$ cat src/rtl/fir_pkg.sv
`default_nettype none

package fir_pkg;

    localparam int DATA_W     = 16;
    localparam int IDX_W      = 5;
    localparam int FRAC_SHIFT = 14;

    typedef logic signed [DATA_W-1:0] sample_t;
    typedef logic signed [DATA_W-1:0] coef_t;
    typedef logic        [1:0]        op_t;
    typedef logic        [IDX_W-1:0]  tap_idx_t;

    localparam op_t OP_SAMPLE = 2'd0;
    localparam op_t OP_WRITE  = 2'd1;
    localparam op_t OP_CLEAR  = 2'd2;

    // Q2.14 unity, the reset value of tap zero
    localparam coef_t   COEF_ONE   = 16'sd16384;
    localparam sample_t SAMPLE_MAX = 16'sh7fff;
    localparam sample_t SAMPLE_MIN = 16'sh8000;
    localparam int      ROUND_HALF = 8192;

    typedef struct packed {
        logic     shift;
        logic     rotate;
        logic     clear;
        logic     wr_en;
        tap_idx_t wr_idx;
        coef_t    wr_value;
    } cell_ctrl_t;

    typedef struct packed {
        logic start;
        logic en;
    } mac_ctrl_t;

endpackage

`default_nettype wire

$ cat src/rtl/fir_in_if.sv
`default_nettype none

interface fir_in_if;
    logic               valid;
    logic               ready;
    fir_pkg::op_t       op;
    fir_pkg::sample_t   sample_in;
    fir_pkg::tap_idx_t  tap_index;
    fir_pkg::coef_t     tap_value;

    modport source (output valid, output op, output sample_in, output tap_index,
                    output tap_value, input ready);
    modport sink   (input valid, input op, input sample_in, input tap_index,
                    input tap_value, output ready);
endinterface

`default_nettype wire

$ cat src/rtl/fir_out_if.sv
`default_nettype none

interface fir_out_if;
    logic             valid;
    logic             ready;
    fir_pkg::sample_t sample_out;
    logic             clipped;

    modport source (output valid, output sample_out, output clipped, input ready);
    modport sink   (input valid, input sample_out, input clipped, output ready);
endinterface

`default_nettype wire

$ cat src/rtl/fir_cell.sv
`default_nettype none

module fir_cell #(
    parameter int INDEX = 0
) (
    input  wire                  clk,
    input  wire                  rst_n,
    input  fir_pkg::cell_ctrl_t  ctrl,
    input  fir_pkg::sample_t     left_sample,
    input  fir_pkg::coef_t       left_coef,
    output fir_pkg::sample_t     sample,
    output fir_pkg::coef_t       coef
);

    fir_pkg::sample_t sample_reg;
    fir_pkg::sample_t sample_next;
    fir_pkg::coef_t   coef_reg;
    fir_pkg::coef_t   coef_next;
    logic             hit;

    assign hit = ctrl.wr_en && (32'(ctrl.wr_idx) == 32'(INDEX));

    always_comb
    begin
        sample_next = sample_reg;
        coef_next   = coef_reg;
        priority if (ctrl.clear)
        begin
            sample_next = '0;
            coef_next   = '0;
        end
        else if (ctrl.shift)
        begin
            sample_next = left_sample;
        end
        else if (ctrl.rotate)
        begin
            // whole ring moves one place, back home after a full lap
            sample_next = left_sample;
            coef_next   = left_coef;
        end
        else if (hit)
        begin
            coef_next = ctrl.wr_value;
        end
        else
        begin
            sample_next = sample_reg;
            coef_next   = coef_reg;
        end
    end

    always_ff @(posedge clk or negedge rst_n)
    begin
        if (!rst_n)
        begin
            sample_reg <= '0;
            coef_reg   <= (INDEX == 0) ? fir_pkg::COEF_ONE : '0;
        end
        else
        begin
            sample_reg <= sample_next;
            coef_reg   <= coef_next;
        end
    end

    assign sample = sample_reg;
    assign coef   = coef_reg;

endmodule

`default_nettype wire

$ cat src/rtl/fir_mac.sv
`default_nettype none

module fir_mac #(
    parameter int ACC_W = 37
) (
    input  wire                      clk,
    input  wire                      rst_n,
    input  fir_pkg::mac_ctrl_t       ctrl,
    input  fir_pkg::coef_t           coef,
    input  fir_pkg::sample_t         sample,
    output logic signed [ACC_W-1:0]  acc
);

    localparam int PROD_W = 2 * fir_pkg::DATA_W;

    logic signed [PROD_W-1:0] product_reg;
    logic                     pvalid_reg;
    logic signed [ACC_W-1:0]  acc_reg;
    logic signed [ACC_W-1:0]  acc_next;

    always_comb
    begin
        acc_next = acc_reg;
        if (ctrl.start)
        begin
            acc_next = '0;
        end
        else if (pvalid_reg)
        begin
            acc_next = acc_reg + ACC_W'(product_reg);
        end
    end

    always_ff @(posedge clk or negedge rst_n)
    begin
        if (!rst_n)
        begin
            pvalid_reg <= 1'b0;
        end
        else
        begin
            pvalid_reg <= ctrl.en;
        end
    end

    always_ff @(posedge clk)
    begin
        product_reg <= coef * sample;
        acc_reg     <= acc_next;
    end

    assign acc = acc_reg;

endmodule

`default_nettype wire

$ cat src/rtl/fir_filter.sv
// channel  dir  payload                                  transfer
// din      in   op, sample_in, tap_index, tap_value      valid & ready
// dout     out  sample_out, clipped                      valid & ready
//
// a sample is shifted in, makes a full turn of the coefficient/history ring past
// the single multiplier (S_RUN), then drains (S_DRAIN) and is rounded (S_DONE)
// coefficient writes, clears and the unused op are taken without leaving S_IDLE
// rst_n is asynchronous; after it tap zero is unity and the history is zero
// din is taken while a finished result still waits on dout; a stalled dout
// only holds the next sample in its rounding step
`default_nettype none

module fir_filter #(
    parameter int TAPS = 32
) (
    input  wire        clk,
    input  wire        rst_n,
    fir_in_if.sink     din,
    fir_out_if.source  dout
);

    localparam int CNT_W = $clog2(TAPS);
    localparam int ACC_W = 2 * fir_pkg::DATA_W + $clog2(TAPS);
    localparam int SCL_W = ACC_W - fir_pkg::FRAC_SHIFT;

    typedef enum logic [1:0] {
        S_IDLE,
        S_RUN,
        S_DRAIN,
        S_DONE
    } state_t;

    state_t              state_reg;
    state_t              state_next;
    logic [CNT_W-1:0]    count_reg;
    logic [CNT_W-1:0]    count_next;
    logic                out_valid_reg;
    logic                out_valid_next;
    fir_pkg::sample_t    out_sample_reg;
    fir_pkg::sample_t    out_sample_next;
    logic                out_clip_reg;
    logic                out_clip_next;

    logic                accept;
    logic                load;
    fir_pkg::cell_ctrl_t cell_ctrl;
    fir_pkg::mac_ctrl_t  mac_ctrl;
    fir_pkg::sample_t    sample_w [TAPS];
    fir_pkg::coef_t      coef_w   [TAPS];
    fir_pkg::sample_t    ring_in;

    logic signed [ACC_W-1:0] acc;
    logic signed [ACC_W-1:0] rounded;
    logic signed [SCL_W-1:0] scaled;
    fir_pkg::sample_t        sat_value;
    logic                    sat_clip;

    assign din.ready = (state_reg == S_IDLE);
    assign accept    = din.valid && din.ready;

    always_comb
    begin
        cell_ctrl.shift    = accept && (din.op == fir_pkg::OP_SAMPLE);
        cell_ctrl.clear    = accept && (din.op == fir_pkg::OP_CLEAR);
        cell_ctrl.wr_en    = accept && (din.op == fir_pkg::OP_WRITE);
        cell_ctrl.rotate   = (state_reg == S_RUN);
        cell_ctrl.wr_idx   = din.tap_index;
        cell_ctrl.wr_value = din.tap_value;
        mac_ctrl.start     = cell_ctrl.shift;
        mac_ctrl.en        = (state_reg == S_RUN);
    end

    // new sample enters at the head, otherwise the tail wraps round
    assign ring_in = cell_ctrl.shift ? din.sample_in : sample_w[TAPS-1];

    for (genvar k = 0; k < TAPS; k++)
    begin : g_cell
        fir_cell #(
            .INDEX (k)
        ) u_cell (
            .clk         (clk),
            .rst_n       (rst_n),
            .ctrl        (cell_ctrl),
            .left_sample ((k == 0) ? ring_in : sample_w[(k == 0) ? 0 : k-1]),
            .left_coef   ((k == 0) ? coef_w[TAPS-1] : coef_w[(k == 0) ? 0 : k-1]),
            .sample      (sample_w[k]),
            .coef        (coef_w[k])
        );
    end

    fir_mac #(
        .ACC_W (ACC_W)
    ) u_mac (
        .clk    (clk),
        .rst_n  (rst_n),
        .ctrl   (mac_ctrl),
        .coef   (coef_w[TAPS-1]),
        .sample (sample_w[TAPS-1]),
        .acc    (acc)
    );

    // round half up, floor shift to q1.15, then clamp
    always_comb
    begin
        rounded   = acc + ACC_W'(fir_pkg::ROUND_HALF);
        scaled    = rounded[ACC_W-1:fir_pkg::FRAC_SHIFT];
        priority if (scaled > SCL_W'(fir_pkg::SAMPLE_MAX))
        begin
            sat_value = fir_pkg::SAMPLE_MAX;
            sat_clip  = 1'b1;
        end
        else if (scaled < SCL_W'(fir_pkg::SAMPLE_MIN))
        begin
            sat_value = fir_pkg::SAMPLE_MIN;
            sat_clip  = 1'b1;
        end
        else
        begin
            sat_value = scaled[fir_pkg::DATA_W-1:0];
            sat_clip  = 1'b0;
        end
    end

    assign load = (state_reg == S_DONE) && (!out_valid_reg || dout.ready);

    always_comb
    begin
        state_next      = state_reg;
        count_next      = count_reg;
        out_sample_next = out_sample_reg;
        out_clip_next   = out_clip_reg;
        out_valid_next  = out_valid_reg && !dout.ready;
        unique case (state_reg)
            S_IDLE:
            begin
                if (cell_ctrl.shift)
                begin
                    state_next = S_RUN;
                    count_next = '0;
                end
            end
            S_RUN:
            begin
                count_next = count_reg + CNT_W'(1);
                if (count_reg == CNT_W'(TAPS - 1))
                begin
                    state_next = S_DRAIN;
                end
            end
            S_DRAIN:
            begin
                state_next = S_DONE;
            end
            S_DONE:
            begin
                if (load)
                begin
                    out_valid_next  = 1'b1;
                    out_sample_next = sat_value;
                    out_clip_next   = sat_clip;
                    state_next      = S_IDLE;
                end
            end
            default:
            begin
                state_next = S_IDLE;
            end
        endcase
    end

    always_ff @(posedge clk or negedge rst_n)
    begin
        if (!rst_n)
        begin
            state_reg      <= S_IDLE;
            count_reg      <= '0;
            out_valid_reg  <= 1'b0;
            out_sample_reg <= '0;
            out_clip_reg   <= 1'b0;
        end
        else
        begin
            state_reg      <= state_next;
            count_reg      <= count_next;
            out_valid_reg  <= out_valid_next;
            out_sample_reg <= out_sample_next;
            out_clip_reg   <= out_clip_next;
        end
    end

    assign dout.valid      = out_valid_reg;
    assign dout.sample_out = out_sample_reg;
    assign dout.clipped    = out_clip_reg;

endmodule

`default_nettype wire

$ cat src/flat_wrapper.sv
// flat-port wrapper written by rule: the top's interface ports become plain ports
module fir_filter_flat 
#(
    parameter int TAPS = 32
)
  (clk, rst_n, din_valid, din_op, din_sample_in, din_tap_index, din_tap_value, din_ready, dout_valid, dout_sample_out, dout_clipped, dout_ready);
  fir_in_if din_i ();
  fir_out_if dout_i ();
  input  wire clk;
  input  wire rst_n;
  input wire logic [$bits(din_i.valid)-1:0] din_valid;
  input wire logic [$bits(din_i.op)-1:0] din_op;
  input wire logic [$bits(din_i.sample_in)-1:0] din_sample_in;
  input wire logic [$bits(din_i.tap_index)-1:0] din_tap_index;
  input wire logic [$bits(din_i.tap_value)-1:0] din_tap_value;
  output wire logic [$bits(din_i.ready)-1:0] din_ready;
  output wire logic [$bits(dout_i.valid)-1:0] dout_valid;
  output wire logic [$bits(dout_i.sample_out)-1:0] dout_sample_out;
  output wire logic [$bits(dout_i.clipped)-1:0] dout_clipped;
  input wire logic [$bits(dout_i.ready)-1:0] dout_ready;
  assign din_i.valid = din_valid;
  assign din_i.op = din_op;
  assign din_i.sample_in = din_sample_in;
  assign din_i.tap_index = din_tap_index;
  assign din_i.tap_value = din_tap_value;
  assign din_ready = din_i.ready;
  assign dout_valid = dout_i.valid;
  assign dout_sample_out = dout_i.sample_out;
  assign dout_clipped = dout_i.clipped;
  assign dout_i.ready = dout_ready;
  fir_filter #(.TAPS(TAPS)) u_core (.clk(clk), .rst_n(rst_n), .din(din_i), .dout(dout_i));
endmodule
$ cat config.mk
export PLATFORM = sky130hd
export DESIGN_NAME = fir_filter_flat
export DESIGN_NICKNAME = d
export VERILOG_FILES = /design/src/rtl/fir_pkg.sv /design/src/rtl/fir_in_if.sv /design/src/rtl/fir_out_if.sv /design/src/rtl/fir_cell.sv /design/src/rtl/fir_mac.sv /design/src/rtl/fir_filter.sv /design/src/flat_wrapper.sv
export SDC_FILE = /design/constraint.sdc
export NUM_CORES = 2
export LEC_CHECK = 0
export BUFFER_PORTS_ARGS = -buffer_cell sky130_fd_sc_hd__buf_2
export CAP_MARGIN = 10
export CELL_PAD_IN_SITES_DETAIL_PLACEMENT = 1
export CELL_PAD_IN_SITES_GLOBAL_PLACEMENT = 2
export CORE_ASPECT_RATIO = 0.6
export CORE_MARGIN = 2
export CORE_UTILIZATION = 38
export DETAILED_ROUTE_END_ITERATION = 10
export GPL_ROUTABILITY_DRIVEN = 0
export PLACE_DENSITY_LB_ADDON = 0.15
export SYNTH_ARGS = -nofsm -noshare
export SYNTH_HDL_FRONTEND = slang
export SYNTH_SLANG_ARGS = --single-unit
$ cat constraint.sdc
create_clock -name clk -period 6.88 [get_ports clk]
set_clock_uncertainty 0.05 [all_clocks]
set_input_delay 1.376 -clock clk [delete_from_list [all_inputs] [get_ports clk]]
set_output_delay 1.376 -clock clk [all_outputs]
set_load 0.01 [all_outputs]
* Word level (Yosys, flattened, before mapping) *
Cells that the tools add are included.

word-level totals
  bits of input ports = 43
  output and inout bits = 19
  word-level logic and storage cells = 469
  flip-flop bits (word level) = 1,119

operators by class
  multipliers = 1
  multiplexer cells = 237
  add/sub/neg operators = 3
  eq/ne operators = 41
  reductions and logical operators = 113
  order comparisons = 2

operators by type and width
  kind                                                                                count
  16-bit 2-to-1 mux                                                                   227
  3-bit nonzero test                                                                  33
  5-bit == test (second input constant)                                               17
  2-bit AND reduction                                                                 34
  5-bit by 4-bit == test with 1-bit output (second input constant)                    8
  1-bit logical AND                                                                   38
  37-bit by 15-bit adder with 37-bit output (second input constant)                   1
  37-bit by 32-bit adder with 37-bit output                                           1
  16-bit by 16-bit multiplier with 32-bit output                                      1
  23-bit by 16-bit greater-than comparator with 1-bit output (second input constant)  1
  23-bit by 16-bit less-than comparator with 1-bit output (second input constant)     1
  5-bit by 3-bit == test with 1-bit output (second input constant)                    4
  5-bit by 2-bit == test with 1-bit output (second input constant)                    2
  5-bit case mux with 2 select lines                                                  1
  2-bit case mux with 4 select lines                                                  1
  2-bit == test (second input constant)                                               3
  2-bit 2-to-1 mux                                                                    3
  5-bit by 1-bit adder with 5-bit output (second input constant)                      1
  5-bit by 1-bit == test with 1-bit output (second input constant)                    1
  5-bit zero test                                                                     1
  5-bit 2-to-1 mux                                                                    1
  2-bit by 1-bit == test with 1-bit output (second input constant)                    2
  2-bit zero test                                                                     2
  1-bit 2-to-1 mux                                                                    4
  6 further kinds                                                                     9

* Depth between registers and ports, before layout *
  word-level depth = 8
  gate-level depth with buffers = 24

* Hierarchy *
Synthesis repeated with hierarchy kept, for this count alone.

second synthesis, totals
  cells, all modules = 6,281
  area, all modules = 66,045.8 um^2

modules (own cells, without submodules)
  module                                    area each (um^2)  seq. area each (um^2)  instances  cells each
  fir_mac                                   13,664.4          1,406.3                1          1,493
  fir_cell at u_core.g_cell[10].u_cell ...  1,556.5           800.8                  6          143
  fir_cell at u_core.g_cell[13].u_cell ...  1,554.0           800.8                  6          143
  fir_cell at u_core.g_cell[15].u_cell ...  1,590.3           800.8                  4          143
  fir_cell at u_core.g_cell[16].u_cell ...  1,604.0           800.8                  3          143
  fir_cell at u_core.g_cell[12].u_cell ...  1,597.8           800.8                  3          143
  fir_cell at u_core.g_cell[11].u_cell ...  1,592.8           800.8                  3          143
  fir_cell at u_core.g_cell[1].u_cell ...   1,600.3           800.8                  2          143
  fir_cell at u_core.g_cell[29].u_cell ...  1,552.7           800.8                  2          143
  fir_filter                                1,913.1           625.6                  1          212
  fir_cell at u_core.g_cell[0].u_cell       1,604.0           802.0                  1          143
  fir_cell at u_core.g_cell[3].u_cell       1,595.3           800.8                  1          143
  fir_cell at u_core.g_cell[31].u_cell      1,555.2           800.8                  1          143

* Worst setup path after synthesis *
Ideal clock, no wire load.

  kind = register to register
  start = register u_core.g_cell[31].u_cell.coef_reg[15]
  end = register u_core.u_mac.product_reg[31]
  buffers on the path = 2
  arrival time = 6.168 ns
  path slack = 0.590 ns
  stages on the path, launching flop included = 21
  data required time = 6.758 ns
  cells stage by stage = dfrtp_1 clkbuf_1 clkbuf_1 nand2_1 inv_1 fa_1 fa_1 fa_1 fa_1 fa_1 inv_1 fa_1 inv_1 ha_1 a21oi_1 o211ai_1 o31a_1 a2111o_1 a21o_1 a21oi_1 xnor2_1

between the ends
  cells in the longest elaborated chain, start to end = 1

ends and longest elaborated chain
  what                                            line            RTL
  start, declared                                 fir_cell.sv:17  fir_pkg::coef_t coef_reg;
  start signal, assigned                          fir_cell.sv:58  coef_reg <= (INDEX == 0) ? fir_pkg::COEF_ONE : '0;
  start signal, assigned                          fir_cell.sv:63  coef_reg <= coef_next;
  16-bit by 16-bit multiplier with 32-bit output  fir_mac.sv:48   product_reg <= coef * sample;
  end signal, assigned                            fir_mac.sv:48
  end, declared                                   fir_mac.sv:16   logic signed [PROD_W-1:0] product_reg;

No other way between the ends.
A chain may end at the register's enable or synchronous reset.

* Worst setup path after layout *
  start = register u_core.g_cell[31].u_cell.sample_reg[1]
  end = register u_core.u_mac.product_reg[30]

between the ends
  cells in the longest elaborated chain, start to end = 1

ends and longest elaborated chain
  what                                            line            RTL
  start, declared                                 fir_cell.sv:15  fir_pkg::sample_t sample_reg;
  start signal, assigned                          fir_cell.sv:62  sample_reg <= sample_next;
  16-bit by 16-bit multiplier with 32-bit output  fir_mac.sv:48

No other way between the ends.

==> flow_summary.toml <==
[critical_path]
crit_type = "flip-flop to flip-flop"
rr_worst_depth = 19
worstPathMaxFanout = 10
crit_arrival_ns = 7.14
critPathLaunchType = "flip-flop"
end_kind = "flip-flop"
cp.required_ns = 7.48

[timing]
drv_slew = 0
hold_violations = 0
fin_crit_ns = 6.54
setup_slack_ns = 0.340
timing.slew.headroom_pct = 22.6
worstMarginPinSlew_ns = 1.16
post-route-period-util_pct = 95.1
clock.fmax_mhz = 153
rsz0062_at_grt = "false"
setup_viol = 0
finalSetupTns_ns = 0

[synthesis]
syn_avg_cell_area_um2 = 10.5
yosys.cell_count.top_type = "dfrtp_1"
ys_warn_count = 0
ys.flop_type = "dfrtp_1"
synth_fp_nets = 5752
synth_top_area_cell = "dfrtp_1"
ys_top_cells_by_count = "dfrtp_1, nand2_1, a21oi_1"
synth-edff-count = 0
async_flop_share_pct = 93.8
syn_inst = 5321
synth_top_area_share_pct = 46.9
synth_area_um2 = 56000
synth_cell_types = 72
synth_area_leaders = "dfrtp_1, fa_1, a22o_1"
ys_ff_latch = 1119
synth.yosys.seq_area_share_pct = 49.4

[worst_hold_path]
min_path_type = "flip-flop to flip-flop"
min_path_cells = 2

[pwr]
ir_worst_vdd_uv = 628
power_leakage_nw = 29.1
finalPower_mw = 25.6
p_per_area_nw_per_um2 = 414

[cts]
cts_tree = "built"
clkLatencyLatePin_ns = 0.75
root_buffer = "clkbuf_16"
ctsLongestPathBuffers = 3
cts_hold_repair.buffers = 0
cts_resized = 0
path_clk_slew_ns = 0.06
cts_buffers = 110
post_cts_buffers = 0
clock-sinks = 1119
htree_levels = 3

[global_routing]
antenna_found_initial = 8
grt_pass1_wl_um = 241000
grt_pass1_vias = 40900
grt.total_usage_pct = 19.8
grt_start_max_net_pins = 219
grt-ovfl-total = 0

[layout]
drive_gt1_share_pct = 7.80
area_growth_pct = 10.8
fillers = 15800
finish.instance_area_um2 = 62000
layoutNonFillerInstCount = 7173
fin_nets = 5566

[detailed_routing]
drt-initial-drc-count = 2970
vias = 39600
avgRoutedWirePerCell_um = 20.7
drc = 0
antenna_left = 0
vias_per_cell = 5.53
drt_wl_total_um = 149000
drt_pass1_iterations = 7

[outcome]
status = "completed"

[floorplanning]
rows = 109
die-width_um = 499
die_area_um2 = 150000
die_height_um = 301
io_pins = 62
core_area_um2 = 147000
initial_utilization_pct = 38.1

[placement]
dp_cells = 6959
hpwlAfterDp_um = 97000
numPortBuffers = 61
place_ws_ns = 0.399
placed_area_um2 = 58000

[run]
cap_viol_max_count = 0
## critical path, stage by stage (launching register included)
cell and delay [ns]:
dfrtp_1 0.67, buf_4 0.27, nand2_1 0.09, fa_1 0.53, fa_1 0.47, fa_1 0.52, fa_1 0.54, inv_1 0.05
fa_1 0.49, fa_1 0.41, ha_1 0.35, a21oi_1 0.16, o21ai_0 0.11, a21oi_1 0.36, o21ai_1 0.21, a21oi_1 0.35
a21oi_1 0.22, a211o_1 0.29, a21oi_1 0.18, xnor2_1 0.13
## cells by family after synthesis
logic type	Yosys count	share of synthesized area [%]
compound gates	1809	22.5
flops	1119	49.4
fa+ha+maj	388	12.2
mux	26	0.474
simple gates	1125	8.94
buf+inv	775	5.25
xor+xnor	79	1.24
## per-layer routing
| metal | wire length [um] | GRT usage, % | vias to the layer above |
|---|---|---|---|
| met5 | 0 | 0 | - |
| met4 | 2670 | 4.05 | 0 |
| met3 | 5430 | 2.85 | 166 |
| met2 | 59900 | 26.9 | 498 |
| met1 | 80600 | 32.8 | 20700 |
| li1 | - | - | 18300 |
## layout by cell type (no fill, tap or decap), types with 9 or more instances in the layout
| cell type | n |
|---|---|
| dfrtp_1 | 1049 |
| nand2_1 | 751 |
| a21oi_1 | 597 |
| o31ai_1 | 516 |
| a22o_1 | 497 |
| inv_1 | 312 |
| fa_1 | 263 |
| and2_1 | 130 |
| ha_1 | 124 |
| clkbuf_16 | 110 |
| buf_4 | 84 |
| nor2_1 | 77 |
| o21ai_0 | 73 |
| dfxtp_1 | 69 |
| buf_2 | 60 |
| xnor2_1 | 56 |
| clkinv_2 | 28 |
| nand3_1 | 26 |
| a21o_1 | 25 |
| mux2i_1 | 25 |
| xor2_1 | 23 |
| clkbuf_1 | 23 |
| nand2b_1 | 20 |
| clkbuf_8 | 20 |
| buf_12 | 14 |
| nor3_1 | 13 |
| nor3b_1 | 12 |
| nand3b_1 | 12 |
| o211ai_1 | 11 |
| a211oi_1 | 11 |
| nor2b_4 | 11 |
| bufinv_16 | 11 |
| nand4_1 | 10 |
| a22oi_2 | 9 |
| nand2_2 | 9 |
## metrics by stage
step           hold slack [ns]  utilization [%]
4_1_cts                  0.431             42.1
2_1_floorplan            0.399                -
5_1_grt                  0.451             42.2
6_report                 0.427             42.2
3_3_place_gp             0.410             39.5
3_5_place_dp             0.416             39.5
## final timing paths
check                                                   start                                 end  slack [ns]
max                        u_core.g_cell[31].u_cell.sample[1]        u_core.u_mac.product_reg[30]        0.34
min                          u_core.g_cell[6].u_cell.coef[10]    u_core.g_cell[6].u_cell.coef[10]        0.43
max reg2reg                u_core.g_cell[31].u_cell.sample[1]        u_core.u_mac.product_reg[30]        0.34
min reg2reg                  u_core.g_cell[6].u_cell.coef[10]    u_core.g_cell[6].u_cell.coef[10]        0.43
max in group asynchronous                               rst_n                 u_core.count_reg[2]        4.55
min in group asynchronous                               rst_n  u_core.g_cell[14].u_cell.sample[3]        0.53
## area by class of cell
| type | instances | area [um^2] | share of cell area (%) |
|---|---|---|---|
| clock inverter | 52 | 692 | 1.12 |
| tap | 1942 | 2430 | 3.92 |
| sequential | 1119 | 27700 | 44.6 |
| multi-input combinational | 3427 | 25500 | 41.2 |
| inverter | 312 | 1170 | 1.89 |
| clock buffer | 153 | 3110 | 5.02 |
| timing repair buffer | 165 | 1390 | 2.24 |
| antenna | 3 | 7.51 | 0.0121 |
## power breakdown
group	internal (mW)	total, mW	switching [mW]
sequential	9.00	10.6	1.64
combinational	2.92	8.62	5.70
clock	3.60	6.37	2.77
total	15.5	25.6	10.1
(Power assumes the default switching activity.)
